`src/rtl/core/rrq_pkg.sv`:
```
// Shared types and constants of the round-robin ready-queue scheduler.
`timescale 1ns / 1ps

package rrq_pkg;

    localparam int TASK_W  = 5;
    localparam int TASKS   = 2 ** TASK_W;
    localparam int CNT_W   = $clog2(TASKS + 1);
    localparam int OP_W    = 3;
    localparam int PRIO_W  = 8;
    localparam int BS_W    = 2;
    localparam int ERR_W   = 2;
    localparam int PADDR_W = 3;
    localparam int PDATA_W = 32;
    localparam int REG_W   = PADDR_W - 2;

    localparam logic [PRIO_W-1:0] MAIN_PRIO      = PRIO_W'(31);
    localparam logic [TASK_W-1:0] IDLE_RESET     = TASK_W'(1);
    localparam logic [REG_W-1:0]  REG_IDLE_TASK  = REG_W'(0);
    localparam logic [BS_W-1:0]   BS_BLOCKED     = BS_W'(0);
    localparam logic [BS_W-1:0]   BS_WAITING     = BS_W'(1);

    typedef enum logic [OP_W-1:0] {
        OP_CREATE    = 3'd0,
        OP_TIMESLICE = 3'd1,
        OP_BLOCK     = 3'd2,
        OP_UNBLOCK   = 3'd3,
        OP_YIELD     = 3'd4
    } t_op;

    typedef enum logic [2:0] {
        ST_UNUSED  = 3'd0,
        ST_RUNNING = 3'd1,
        ST_READY   = 3'd2,
        ST_BLOCKED = 3'd3,
        ST_WAITING = 3'd4,
        ST_HANGING = 3'd5
    } t_status;

    typedef enum logic [ERR_W-1:0] {
        ERR_OK            = 2'd0,
        ERR_IN_USE        = 2'd1,
        ERR_NOT_BLOCKED   = 2'd2,
        ERR_NONE_RUNNABLE = 2'd3
    } t_err;

    typedef enum logic [1:0] {
        S_IDLE,
        S_EXEC,
        S_PASS
    } t_state;

    typedef enum logic [1:0] {
        CH_HOLD,
        CH_PUSH_TAIL,
        CH_PUSH_HEAD,
        CH_POP
    } t_chain_op;

    typedef enum logic [1:0] {
        SRC_NEW,
        SRC_PREV,
        SRC_NEXT
    } t_cell_src;

    typedef struct packed {
        t_chain_op         op;
        logic [TASK_W-1:0] tid;
    } t_chain_req;

    typedef struct packed {
        logic      en;
        t_cell_src src;
    } t_cell_ctl;

endpackage

```
`src/rtl/core/rrq_if.sv`:
```
// Request and response channel interfaces of the scheduler.
`timescale 1ns / 1ps

interface rrq_req_if;
    import rrq_pkg::*;

    logic              valid;
    logic              ready;
    logic [OP_W-1:0]   operation;
    logic [TASK_W-1:0] task_req;
    logic [PRIO_W-1:0] priority_req;
    logic [BS_W-1:0]   block_status;

    modport source (
        output valid, operation, task_req, priority_req, block_status,
        input  ready
    );
    modport sink (
        input  valid, operation, task_req, priority_req, block_status,
        output ready
    );
endinterface

interface rrq_rsp_if;
    import rrq_pkg::*;

    logic              valid;
    logic              ready;
    logic [TASK_W-1:0] running_task;
    logic [PRIO_W-1:0] time_slice;
    logic              switched;
    logic [ERR_W-1:0]  error;

    modport source (
        output valid, running_task, time_slice, switched, error,
        input  ready
    );
    modport sink (
        input  valid, running_task, time_slice, switched, error,
        output ready
    );
endinterface

```
`src/rtl/core/rrq_cell.sv`:
```
// One slot of the ready deque: holds a task number, loads new or neighbour data.
`timescale 1ns / 1ps

module rrq_cell (
    input  logic                      i_clk,
    input  rrq_pkg::t_cell_ctl        i_ctl,
    input  logic [rrq_pkg::TASK_W-1:0] i_new,
    input  logic [rrq_pkg::TASK_W-1:0] i_prev,
    input  logic [rrq_pkg::TASK_W-1:0] i_next,
    output logic [rrq_pkg::TASK_W-1:0] o_task
);
    import rrq_pkg::*;

    logic [TASK_W-1:0] r_task;
    logic [TASK_W-1:0] n_task;

    always_comb begin
        n_task = r_task;
        if (i_ctl.en) begin
            case (i_ctl.src)
                SRC_NEW:  n_task = i_new;
                SRC_PREV: n_task = i_prev;
                SRC_NEXT: n_task = i_next;
                default:  n_task = r_task;
            endcase
        end
    end

    always_ff @(posedge i_clk) begin
        r_task <= n_task;
    end

    assign o_task = r_task;

endmodule

```
`src/rtl/core/rrq_chain.sv`:
```
// Ready deque as a row of cells; slot 0 is the head, the fill count marks the tail.
`timescale 1ns / 1ps

module rrq_chain (
    input  logic                       i_clk,
    input  logic                       i_rst_n,
    input  rrq_pkg::t_chain_req        i_req,
    output logic [rrq_pkg::CNT_W-1:0]  o_count,
    output logic [rrq_pkg::TASK_W-1:0] o_head
);
    import rrq_pkg::*;

    logic [CNT_W-1:0]  r_count;
    logic [CNT_W-1:0]  n_count;
    logic              w_full;
    logic              w_empty;
    logic [TASK_W-1:0] w_task [TASKS];
    logic [TASK_W-1:0] w_prev [TASKS];
    logic [TASK_W-1:0] w_next [TASKS];
    t_cell_ctl         w_ctl  [TASKS];

    assign w_full  = (r_count == CNT_W'(TASKS));
    assign w_empty = (r_count == '0);

    // per-slot control: tail append hits one slot, head push and pop shift the row
    always_comb begin
        for (int k = 0; k < TASKS; k++) begin
            w_ctl[k] = '{en: 1'b0, src: SRC_NEW};
            case (i_req.op)
                CH_PUSH_TAIL: w_ctl[k] = '{en: !w_full && (r_count == CNT_W'(k)),
                                           src: SRC_NEW};
                CH_PUSH_HEAD: w_ctl[k] = '{en: !w_full,
                                           src: (k == 0) ? SRC_NEW : SRC_PREV};
                CH_POP:       w_ctl[k] = '{en: !w_empty, src: SRC_NEXT};
                default:      w_ctl[k] = '{en: 1'b0, src: SRC_NEW};
            endcase
        end
    end

    for (genvar g = 0; g < TASKS; g++) begin : g_cell
        if (g == 0) begin : g_first
            assign w_prev[g] = i_req.tid;
        end else begin : g_mid
            assign w_prev[g] = w_task[g-1];
        end
        if (g == TASKS - 1) begin : g_last
            assign w_next[g] = w_task[g];
        end else begin : g_inner
            assign w_next[g] = w_task[g+1];
        end

        rrq_cell u_cell (
            .i_clk  (i_clk),
            .i_ctl  (w_ctl[g]),
            .i_new  (i_req.tid),
            .i_prev (w_prev[g]),
            .i_next (w_next[g]),
            .o_task (w_task[g])
        );
    end

    always_comb begin
        n_count = r_count;
        case (i_req.op)
            CH_PUSH_TAIL,
            CH_PUSH_HEAD: if (!w_full)  n_count = r_count + CNT_W'(1);
            CH_POP:       if (!w_empty) n_count = r_count - CNT_W'(1);
            default:      n_count = r_count;
        endcase
    end

    always_ff @(posedge i_clk) begin
        if (!i_rst_n) begin
            r_count <= '0;
        end else begin
            r_count <= n_count;
        end
    end

    assign o_count = r_count;
    assign o_head  = w_task[0];

endmodule

```
`src/rtl/core/round_robin_ready_queue.sv`:
```
// Top level of the round-robin ready-queue task scheduler.
`timescale 1ns / 1ps

// Usage
//   i_req  : one scheduler operation per transfer (create, timeslice expired,
//            block current, unblock task, yield) with task, priority and
//            block status.
//   o_rsp  : exactly one transfer per request: running task, its slice
//            (priority), switched flag and error code.
//   APB    : one register, idle_task at byte address 0, read back as is; pready
//            tied high. The user writes only while the block is idle (unenforced).
// Sequence
//   Create, unblock and unknown codes go from the accept state to a step on
//   the task table; the response is registered and valid in the cycle after
//   that step. Timeslice, block and yield add a scheduling pass after the
//   table step. A new request is taken only back in the idle state. The task
//   status table sees one read and one write per cycle.
// Reset
//   Task 0 running with priority 31, all other tasks unused, deque empty,
//   idle task 1. No clearing pass; the block accepts at once.
// Back-pressure
//   A request may be taken while a response waits; its final step holds
//   until the output register is free.
module round_robin_ready_queue (
    input  logic                         i_clk,
    input  logic                         i_rst_n,
    rrq_req_if.sink                      i_req,
    rrq_rsp_if.source                    o_rsp,
    input  logic                         psel,
    input  logic                         penable,
    input  logic                         pwrite,
    input  logic [rrq_pkg::PADDR_W-1:0]  paddr,
    input  logic [rrq_pkg::PDATA_W-1:0]  pwdata,
    output logic [rrq_pkg::PDATA_W-1:0]  prdata,
    output logic                         pready
);
    import rrq_pkg::*;

    function automatic logic is_stopped(input t_status s);
        return (s == ST_BLOCKED) || (s == ST_WAITING) || (s == ST_HANGING);
    endfunction

    // control and latched request
    t_state            r_state;
    t_state            n_state;
    logic [OP_W-1:0]   r_op;
    logic [TASK_W-1:0] r_tid;
    logic [PRIO_W-1:0] r_prio_req;
    logic [BS_W-1:0]   r_bs;
    logic [TASK_W-1:0] r_cur;
    logic [TASK_W-1:0] n_cur;
    logic [TASK_W-1:0] r_idle;

    // task table: one entry per task, reset values held in flops
    t_status           r_status [TASKS];
    logic [PRIO_W-1:0] r_prio   [TASKS];
    logic [TASK_W-1:0] w_st_ra;
    t_status           w_st_rd;
    logic              w_st_we;
    logic [TASK_W-1:0] w_st_wa;
    t_status           w_st_wd;
    logic              w_pr_we;
    logic [TASK_W-1:0] w_pr_ra;

    // deque
    t_chain_req        w_chain;
    logic [CNT_W-1:0]  w_count;
    logic [TASK_W-1:0] w_head;

    // response register
    logic              r_out_valid;
    logic [TASK_W-1:0] r_out_task;
    logic [PRIO_W-1:0] r_out_slice;
    logic              r_out_sw;
    t_err              r_out_err;
    logic              w_out_load;
    logic [TASK_W-1:0] w_out_task;
    logic              w_out_sw;
    t_err              w_out_err;

    logic              w_in_acc;
    logic              w_fin_ok;
    logic              w_pass_ok;
    logic              w_cfg_wr;

    assign i_req.ready = (r_state == S_IDLE);
    assign w_in_acc    = i_req.valid && i_req.ready;
    // last step of a request may only go ahead when the response slot frees up
    assign w_fin_ok    = !r_out_valid || o_rsp.ready;

    assign w_st_rd = r_status[w_st_ra];

    rrq_chain u_chain (
        .i_clk   (i_clk),
        .i_rst_n (i_rst_n),
        .i_req   (w_chain),
        .o_count (w_count),
        .o_head  (w_head)
    );

    // next state and table/deque commands
    always_comb begin
        n_state    = r_state;
        n_cur      = r_cur;
        w_st_ra    = r_cur;
        w_st_we    = 1'b0;
        w_st_wa    = r_cur;
        w_st_wd    = ST_READY;
        w_pr_we    = 1'b0;
        w_pr_ra    = r_cur;
        w_chain    = '{op: CH_HOLD, tid: r_cur};
        w_out_load = 1'b0;
        w_out_task = r_cur;
        w_out_sw   = 1'b0;
        w_out_err  = ERR_OK;
        w_pass_ok  = 1'b0;

        case (r_state)
            S_IDLE: begin
                if (w_in_acc) begin
                    n_state = S_EXEC;
                end
            end

            S_EXEC: begin
                case (r_op)
                    OP_CREATE: begin
                        w_st_ra = r_tid;
                        if (w_fin_ok) begin
                            w_out_load = 1'b1;
                            n_state    = S_IDLE;
                            if (w_st_rd != ST_UNUSED) begin
                                w_out_err = ERR_IN_USE;
                            end else begin
                                w_st_we = 1'b1;
                                w_st_wa = r_tid;
                                w_st_wd = ST_READY;
                                w_pr_we = 1'b1;
                                w_chain = '{op: CH_PUSH_TAIL, tid: r_tid};
                            end
                        end
                    end
                    OP_UNBLOCK: begin
                        w_st_ra = r_tid;
                        if (w_fin_ok) begin
                            w_out_load = 1'b1;
                            n_state    = S_IDLE;
                            if (is_stopped(w_st_rd)) begin
                                w_st_we = 1'b1;
                                w_st_wa = r_tid;
                                w_st_wd = ST_READY;
                                w_chain = '{op: CH_PUSH_HEAD, tid: r_tid};
                            end else begin
                                w_out_err = ERR_NOT_BLOCKED;
                            end
                        end
                    end
                    OP_TIMESLICE,
                    OP_YIELD: begin
                        // requeue the running task before the pass
                        if (w_st_rd == ST_RUNNING) begin
                            w_st_we = 1'b1;
                            w_st_wd = ST_READY;
                            w_chain = '{op: CH_PUSH_TAIL, tid: r_cur};
                        end
                        n_state = S_PASS;
                    end
                    OP_BLOCK: begin
                        if (w_st_rd == ST_RUNNING) begin
                            w_st_we = 1'b1;
                            if (r_bs == BS_BLOCKED) begin
                                w_st_wd = ST_BLOCKED;
                            end else if (r_bs == BS_WAITING) begin
                                w_st_wd = ST_WAITING;
                            end else begin
                                w_st_wd = ST_HANGING;
                            end
                        end
                        n_state = S_PASS;
                    end
                    default: begin
                        if (w_fin_ok) begin
                            w_out_load = 1'b1;
                            n_state    = S_IDLE;
                        end
                    end
                endcase
            end

            S_PASS: begin
                // empty deque: waking the idle task and popping it at once
                // leaves the deque as it was, so it runs directly
                w_st_ra = r_idle;
                if (w_count != '0) begin
                    w_pass_ok = 1'b1;
                    w_st_wa   = w_head;
                end else if (is_stopped(w_st_rd)) begin
                    w_pass_ok = 1'b1;
                    w_st_wa   = r_idle;
                end
                if (w_fin_ok) begin
                    w_out_load = 1'b1;
                    n_state    = S_IDLE;
                    if (w_pass_ok) begin
                        w_st_we    = 1'b1;
                        w_st_wd    = ST_RUNNING;
                        n_cur      = w_st_wa;
                        w_out_task = w_st_wa;
                        w_pr_ra    = w_st_wa;
                        w_out_sw   = 1'b1;
                        if (w_count != '0) begin
                            w_chain = '{op: CH_POP, tid: r_cur};
                        end
                    end else begin
                        w_out_err = ERR_NONE_RUNNABLE;
                    end
                end
            end

            default: begin
                n_state = S_IDLE;
            end
        endcase
    end

    always_ff @(posedge i_clk) begin
        if (!i_rst_n) begin
            r_state <= S_IDLE;
            r_cur   <= '0;
        end else begin
            r_state <= n_state;
            r_cur   <= n_cur;
        end
    end

    always_ff @(posedge i_clk) begin
        if (w_in_acc) begin
            r_op       <= i_req.operation;
            r_tid      <= i_req.task_req;
            r_prio_req <= i_req.priority_req;
            r_bs       <= i_req.block_status;
        end
    end

    for (genvar g = 0; g < TASKS; g++) begin : g_entry
        always_ff @(posedge i_clk) begin
            if (!i_rst_n) begin
                r_status[g] <= (g == 0) ? ST_RUNNING : ST_UNUSED;
                r_prio[g]   <= (g == 0) ? MAIN_PRIO : '0;
            end else begin
                if (w_st_we && (w_st_wa == TASK_W'(g))) begin
                    r_status[g] <= w_st_wd;
                end
                if (w_pr_we && (r_tid == TASK_W'(g))) begin
                    r_prio[g] <= r_prio_req;
                end
            end
        end
    end

    // response register
    always_ff @(posedge i_clk) begin
        if (!i_rst_n) begin
            r_out_valid <= 1'b0;
        end else if (w_out_load) begin
            r_out_valid <= 1'b1;
        end else if (o_rsp.ready) begin
            r_out_valid <= 1'b0;
        end
    end

    always_ff @(posedge i_clk) begin
        if (w_out_load) begin
            r_out_task  <= w_out_task;
            r_out_slice <= r_prio[w_pr_ra];
            r_out_sw    <= w_out_sw;
            r_out_err   <= w_out_err;
        end
    end

    assign o_rsp.valid        = r_out_valid;
    assign o_rsp.running_task = r_out_task;
    assign o_rsp.time_slice   = r_out_slice;
    assign o_rsp.switched     = r_out_sw;
    assign o_rsp.error        = r_out_err;

    // configuration port
    assign pready   = 1'b1;
    assign w_cfg_wr = psel && penable && pwrite && pready;

    always_ff @(posedge i_clk) begin
        if (!i_rst_n) begin
            r_idle <= IDLE_RESET;
        end else if (w_cfg_wr && (paddr[PADDR_W-1:2] == REG_IDLE_TASK)) begin
            r_idle <= pwdata[TASK_W-1:0];
        end
    end

    assign prdata = (paddr[PADDR_W-1:2] == REG_IDLE_TASK)
                  ? {{(PDATA_W-TASK_W){1'b0}}, r_idle} : '0;

    // checks
    a_accept_starts: assert property (@(posedge i_clk) disable iff (!i_rst_n)
        w_in_acc |=> (r_state == S_EXEC))
        else $error("accepted request did not start execution");

    a_current_in_use: assert property (@(posedge i_clk) disable iff (!i_rst_n)
        r_status[r_cur] != ST_UNUSED)
        else $error("current task has unused status");

    a_switch_no_error: assert property (@(posedge i_clk) disable iff (!i_rst_n)
        (r_out_valid && r_out_sw) |-> (r_out_err == ERR_OK))
        else $error("switch reported together with an error");

    a_pass_runs: assert property (@(posedge i_clk) disable iff (!i_rst_n)
        (r_state == S_PASS && w_fin_ok && w_pass_ok)
        |=> (r_status[r_cur] == ST_RUNNING && r_out_task == r_cur))
        else $error("selected task not running after pass");

    a_count_bound: assert property (@(posedge i_clk) disable iff (!i_rst_n)
        w_count <= CNT_W'(TASKS))
        else $error("deque count beyond capacity");

endmodule
```
`src/flat_wrapper.sv`:
```
// flat-port wrapper written by rule: the top's interface ports become plain ports
module round_robin_ready_queue_flat import rrq_pkg::*;
  (i_clk, i_rst_n, psel, penable, pwrite, paddr, pwdata, prdata, pready, i_req_valid, i_req_operation, i_req_task_req, i_req_priority_req, i_req_block_status, i_req_ready, o_rsp_valid, o_rsp_running_task, o_rsp_time_slice, o_rsp_switched, o_rsp_error, o_rsp_ready);
  rrq_req_if i_req_i ();
  rrq_rsp_if o_rsp_i ();
  input  logic i_clk;
  input  logic i_rst_n;
  input  logic psel;
  input  logic penable;
  input  logic pwrite;
  input  logic [rrq_pkg::PADDR_W-1:0] paddr;
  input  logic [rrq_pkg::PDATA_W-1:0] pwdata;
  output logic [rrq_pkg::PDATA_W-1:0] prdata;
  output logic pready;
  input wire logic [$bits(i_req_i.valid)-1:0] i_req_valid;
  input wire logic [$bits(i_req_i.operation)-1:0] i_req_operation;
  input wire logic [$bits(i_req_i.task_req)-1:0] i_req_task_req;
  input wire logic [$bits(i_req_i.priority_req)-1:0] i_req_priority_req;
  input wire logic [$bits(i_req_i.block_status)-1:0] i_req_block_status;
  output wire logic [$bits(i_req_i.ready)-1:0] i_req_ready;
  output wire logic [$bits(o_rsp_i.valid)-1:0] o_rsp_valid;
  output wire logic [$bits(o_rsp_i.running_task)-1:0] o_rsp_running_task;
  output wire logic [$bits(o_rsp_i.time_slice)-1:0] o_rsp_time_slice;
  output wire logic [$bits(o_rsp_i.switched)-1:0] o_rsp_switched;
  output wire logic [$bits(o_rsp_i.error)-1:0] o_rsp_error;
  input wire logic [$bits(o_rsp_i.ready)-1:0] o_rsp_ready;
  assign i_req_i.valid = i_req_valid;
  assign i_req_i.operation = i_req_operation;
  assign i_req_i.task_req = i_req_task_req;
  assign i_req_i.priority_req = i_req_priority_req;
  assign i_req_i.block_status = i_req_block_status;
  assign i_req_ready = i_req_i.ready;
  assign o_rsp_valid = o_rsp_i.valid;
  assign o_rsp_running_task = o_rsp_i.running_task;
  assign o_rsp_time_slice = o_rsp_i.time_slice;
  assign o_rsp_switched = o_rsp_i.switched;
  assign o_rsp_error = o_rsp_i.error;
  assign o_rsp_i.ready = o_rsp_ready;
  round_robin_ready_queue u_core (.i_clk(i_clk), .i_rst_n(i_rst_n), .i_req(i_req_i), .o_rsp(o_rsp_i), .psel(psel), .penable(penable), .pwrite(pwrite), .paddr(paddr), .pwdata(pwdata), .prdata(prdata), .pready(pready));
endmodule
```
`config.mk`:
```
export PLATFORM = sky130hd
export DESIGN_NAME = round_robin_ready_queue_flat
export DESIGN_NICKNAME = d
export VERILOG_FILES = /design/src/rtl/core/rrq_pkg.sv /design/src/rtl/core/rrq_if.sv /design/src/rtl/core/rrq_cell.sv /design/src/rtl/core/rrq_chain.sv /design/src/rtl/core/round_robin_ready_queue.sv /design/src/flat_wrapper.sv
export SDC_FILE = /design/constraint.sdc
export NUM_CORES = 1
export LEC_CHECK = 0
export ABC_CLOCK_PERIOD_IN_PS = 6310
export BUFFER_PORTS_ARGS = -buffer_cell sky130_fd_sc_hd__buf_2
export CELL_PAD_IN_SITES_DETAIL_PLACEMENT = 0
export CELL_PAD_IN_SITES_GLOBAL_PLACEMENT = 1
export CORE_ASPECT_RATIO = 1.4
export CORE_MARGIN = 2
export CORE_UTILIZATION = 35
export DETAILED_ROUTE_END_ITERATION = 10
export PLACE_DENSITY = 0.69
export SLEW_MARGIN = 25
export SYNTH_ARGS = -nofsm -noshare
export SYNTH_HDL_FRONTEND = slang
export SYNTH_SLANG_ARGS = --single-unit
```
`constraint.sdc`:
```
create_clock -name i_clk -period 6.31 [get_ports i_clk]
set_input_delay 0.3155 -clock i_clk [delete_from_list [all_inputs] [get_ports i_clk]]
set_output_delay 0.3155 -clock i_clk [all_outputs]
set_load 0.1 [all_outputs]
```
==> flow_results.org <==
** Layout
- Relative to the synthesized area, the layout overhead comes to 13.7%.
- After filler insertion, the fill cell instance count of the layout stands at about 7200.
- Once layout is complete, the utilization of the core stands at 40.1%.
- The number of antenna diodes in the final layout is 0.
- Net total in the final layout :: 2412
- Share of post-route cells with drive strength above 1 :: between 10% and 20%

** Flow run
- Max-cap violations in this run came to 0.

** Yosys
- Synthesis instantiated 88 different standard cells from the library.
- The synthesized design contains approximately 550 enable-type register cells.
- After synthesis, the largest area contributor takes up 61.0% of total cell area.
- Of all flip-flops after synthesis, the portion carrying an async set or reset was 0%.
- Post-synthesis cell area :: roughly 27000 sq um
- Average footprint of a synthesized cell :: 11.8 sq um
- Dominant register cell in the synthesized netlist :: sky130_fd_sc_hd__edfxtp_1
- Largest cells by area after synthesis :: sky130_fd_sc_hd__edfxtp_1, sky130_fd_sc_hd__nor2_1, sky130_fd_sc_hd__a221o_1
- Summed over all instances, the cell type with the most area after synthesis is sky130_fd_sc_hd__edfxtp_1.
- Number of flip-flops and latches in the synthesized netlist :: 565
- Number of warning messages in the yosys log :: 0
- Synthesis produced 2277 cells.
- Share of the yosys chip area belonging to registers :: around 62%

** Pwr
- The share of total power dissipated in sequential elements is a little over half.
- Portion of total power attributed to the clock network :: between 40% and 50%
- Pwr Density :: 259 nW/um^2
- Leakage :: 10.4 nW
- The worst-case IR drop observed on VDD is between 150 and 200 uV.
- Power Internal :: around 6.1 mW
- The analysis attributes to net switching a power of 1.84 mW.
- Share of power burned in combinational logic :: 6.0%
- In this run switching power makes up 23.2% of total power.

** Drt
- Vias :: 18879
- For this block, wires on met1 add up to 29300 um.
- After detailed routing, the met3 layer carries around 3800 um of wire.
- Routed WL :: approximately 76000 um
- Wire per inst :: 22.5 um
- In this run the remaining antenna-violating nets after routing total 0.
- After detailed routing, the number of remaining DRC violations is 0.
- The first detailed-routing pass ran for 7 iterations.
- In this run the top signal layer used is met4.
- The first routing iteration left approximately 1600 violations.
- Met2 wire length :: about 39000 um
- Number of vias per cell :: 5.62

** Timing
- Setup repair after global routing left no endpoint under its margin.
- Setup ws final :: 300 ps
- Hold slack :: 110 ps
- Clk_skew :: 32.5 ps
- For the pin with the worst max-slew slack, the measured transition is 893 ps.
- The number of pins exceeding their max-slew limit in the final report came to 0.
- Setup violations remaining at the end of the flow were counted as 0.
- Of the available clock period, the critical path in the final layout requires 95.3%.
- In this run the tightest slew margin relative to its limit is about two fifths.
- Final setup TNS :: 0 ps
- Upper clock frequency limit :: 166 MHz
- Final hold violation count :: 0
- Min Tclk post-route :: 6010 ps

** GRT
- Via count of the first global-routing pass :: 18850
- Entering global routing, the biggest net connects 83 pins.
- Global-route usage over all layers :: 18.8%
- The number of antenna violations at the first check in global routing was 1.
- Final global-route overflow total :: 0
- The first global-routing pass estimated about 110000 um of wire.

** Worst setup path
- Crit-path max FO :: 16
- Kind of start point of the critical path :: flip-flop
- Data on the critical path arrives at its endpoint at 6310 ps.
- Data required time of the worst path :: around 6600 ps
- Critical Setup Path Class :: flip-flop to flip-flop
- Critical Path Sink Type :: flip-flop

** Min path
- Path category of the worst min-delay check :: input pin to flip-flop

** Floorplanning
- Initial cell density of the core :: 35.2%
- Floorplan die width :: about 240 um
- 111 I/O pins were placed.
- The floorplan has between 100 and 150 rows.
- In this run the vertical extent of the chip is about 330 um.
- The total area inside the core boundary comes to 76300 sq um.
- The die covers 79100 sq um.

** Place
- Buffers placed on the I/O ports in this run total 53.
- Pre-CTS setup slack :: 199 ps
- The congestion estimate from routability-driven global placement came to 0.888.
- Summed over all nets, the half-perimeter wirelength after detailed placement is 52100 um.

** Run status
- The run finished with clean final reports.

** Clocking
- Number of buffers added by the clock tree synthesis step :: 56
- Clock-pin slew was measured on the worst setup and hold paths at roughly 60 ps.
- CTS Buffer Depth :: 3
- TritonCTS clock tree :: built
- Clock sink count :: roughly 570
- Insertion delay of the later-clocked pin in the worst-skew pair :: about 630 ps
- Clock tree root buffer cell :: sky130_fd_sc_hd__clkbuf_16
- Total number of H-tree levels :: 2
## per-stage QoR
step	power (mW)	area [sq um]	instances
5_1_grt	8.15	30600	3362
4_1_cts	7.98	30500	3362
3_5_place_dp	4.76	28600	3236
6_report	7.92	30600	3362
3_3_place_gp	4.75	28600	3236
2_1_floorplan	4.62	27000	2303
## sequential cells by signal, indices dropped and copies added, names as in the netlist, 3 cells and up
register,cells
u_core.o_rsp.running_task,5
u_core.r_prio_req,8
u_core.r_tid,5
u_core.r_status,96
u_core.o_rsp.time_slice,8
u_core.r_cur,5
u_core.r_prio,256
u_core.r_idle,5
u_core.u_chain.o_count,6
u_core.u_chain.g_cell.u_cell.o_task,160
u_core.r_op,3
## cells in the final DEF, fill, tap and decap left out, types with 7 or more instances in the layout
master	count
sky130_fd_sc_hd__dfxtp_1	19
sky130_fd_sc_hd__or3_1	10
sky130_fd_sc_hd__edfxtp_1	546
sky130_fd_sc_hd__a21oi_1	114
sky130_fd_sc_hd__clkinv_1	19
sky130_fd_sc_hd__buf_12	7
sky130_fd_sc_hd__nor3_1	24
sky130_fd_sc_hd__or2_2	8
sky130_fd_sc_hd__nand2b_1	10
sky130_fd_sc_hd__clkbuf_16	57
sky130_fd_sc_hd__nor2_1	408
sky130_fd_sc_hd__nand3b_1	8
sky130_fd_sc_hd__clkinv_2	12
sky130_fd_sc_hd__dlygate4sd3_1	23
sky130_fd_sc_hd__o21ai_0	79
sky130_fd_sc_hd__buf_4	124
sky130_fd_sc_hd__conb_1	28
sky130_fd_sc_hd__inv_1	17
sky130_fd_sc_hd__ha_1	9
sky130_fd_sc_hd__a221o_1	150
sky130_fd_sc_hd__o31ai_1	11
sky130_fd_sc_hd__mux2_2	10
sky130_fd_sc_hd__a32oi_1	9
sky130_fd_sc_hd__nor2b_1	12
sky130_fd_sc_hd__o22a_1	8
sky130_fd_sc_hd__nand2_1	188
sky130_fd_sc_hd__a32o_1	10
sky130_fd_sc_hd__a31oi_1	10
sky130_fd_sc_hd__nand3_1	62
sky130_fd_sc_hd__buf_2	53
sky130_fd_sc_hd__a22oi_1	14
sky130_fd_sc_hd__mux2i_1	111
sky130_fd_sc_hd__o22ai_1	31
sky130_fd_sc_hd__and2_1	11
sky130_fd_sc_hd__clkbuf_1	8
sky130_fd_sc_hd__a22o_1	21
sky130_fd_sc_hd__nor3_2	10
sky130_fd_sc_hd__nand4bb_1	9
## worst max-delay path, cell delays in order (launching register included)
cell                       delay [ps]
sky130_fd_sc_hd__dfxtp_1          380
sky130_fd_sc_hd__inv_1             90
sky130_fd_sc_hd__ha_1             490
sky130_fd_sc_hd__buf_4            250
sky130_fd_sc_hd__nand3_1           80
sky130_fd_sc_hd__o21ai_0          150
sky130_fd_sc_hd__a211oi_2         400
sky130_fd_sc_hd__and2b_1          410
sky130_fd_sc_hd__a22o_1           270
sky130_fd_sc_hd__nor3_1           360
sky130_fd_sc_hd__nor4_4           110
sky130_fd_sc_hd__buf_4            190
sky130_fd_sc_hd__nor3b_2          220
sky130_fd_sc_hd__buf_4            240
sky130_fd_sc_hd__o21ai_0          110
sky130_fd_sc_hd__a311oi_1         380
sky130_fd_sc_hd__a21oi_1          160
sky130_fd_sc_hd__and2_1           270
sky130_fd_sc_hd__a21oi_1          720
sky130_fd_sc_hd__o21ai_0          360
## path summary, 6_finish.rpt
| path | startpoint | end | slack (ps) | depth (start not counted) |
|---|---|---|---|---|
| setup / recovery | u_core.r_state[0] | u_core.r_status[8][0] | 300 | 19 |
| hold / removal | i_req_valid | u_core.r_state[1] | 110 | 4 |
| setup reg to reg | u_core.r_state[0] | u_core.r_status[8][0] | 300 | 19 |
| hold reg to reg | u_core.r_state[1] | u_core.r_state[1] | 540 | 2 |
## power by group through the flow
stage / clock network (mW) / logic [mW] / registers [mW]
after floorplan: 0 / 0.330 / 4.29
after global placement: 0 / 0.456 / 4.29
after detailed placement: 0 / 0.463 / 4.29
after CTS: 3.29 / 0.475 / 4.21
after global routing: 3.42 / 0.508 / 4.22
final: 3.23 / 0.478 / 4.21
## synth_stat cells, types with 11 or more instances
| master | instances |
|---|---|
| sky130_fd_sc_hd__edfxtp_1 | 546 |
| sky130_fd_sc_hd__nor2_1 | 409 |
| sky130_fd_sc_hd__nand2_1 | 188 |
| sky130_fd_sc_hd__clkbuf_1 | 153 |
| sky130_fd_sc_hd__a221o_1 | 150 |
| sky130_fd_sc_hd__a21oi_1 | 115 |
| sky130_fd_sc_hd__mux2i_1 | 111 |
| sky130_fd_sc_hd__o21ai_0 | 79 |
| sky130_fd_sc_hd__nand3_1 | 63 |
| sky130_fd_sc_hd__buf_4 | 36 |
| sky130_fd_sc_hd__nor3_1 | 31 |
| sky130_fd_sc_hd__o22ai_1 | 31 |
| sky130_fd_sc_hd__a22o_1 | 21 |
| sky130_fd_sc_hd__buf_2 | 20 |
| sky130_fd_sc_hd__dfxtp_1 | 19 |
| sky130_fd_sc_hd__inv_1 | 18 |
| sky130_fd_sc_hd__a22oi_1 | 14 |
| sky130_fd_sc_hd__buf_1 | 13 |
| sky130_fd_sc_hd__nor2b_1 | 12 |
| sky130_fd_sc_hd__o31ai_1 | 12 |
| sky130_fd_sc_hd__and2_1 | 11 |
| sky130_fd_sc_hd__ha_1 | 11 |
## repair_timing
item / in CTS / in global routing
hold buffers: 23 / 0
buffers inserted: 0 / 0
endpoints found under the setup margin: 0 / 213
resized for setup: 0 / 3
endpoints found under the hold margin: 23 / 0
## layout make-up
cell class | instances | area (sq um) | area share [%]
clock buffer | 65 | 1460 | 4.77
multi-input combinational | 1489 | 9160 | 30.0
timing repair buffer | 208 | 1580 | 5.16
tap | 976 | 1220 | 4.00
sequential | 565 | 16800 | 54.9
clock inverter | 38 | 285 | 0.934
inverter | 21 | 78.8 | 0.258
## logic make-up after synthesis
group | synth area share, %
muxes | 4.76
AOI/OAI and AO/OA | 14.2
xor gates and xnor gates | 0.223
adders and majority gates | 0.512
other | 0.0279
DFF | 62.4
and+or+nand+nor | 13.6
buffers and inverters | 4.26
## layer usage
layer,up-vias,GRT usage (%)
li1,8633,-
met5,-,0
met1,9444,22.2
met3,163,2.39
met4,0,8.05
met2,639,34.1
Note: power is estimated with default switching activity, not from simulation.
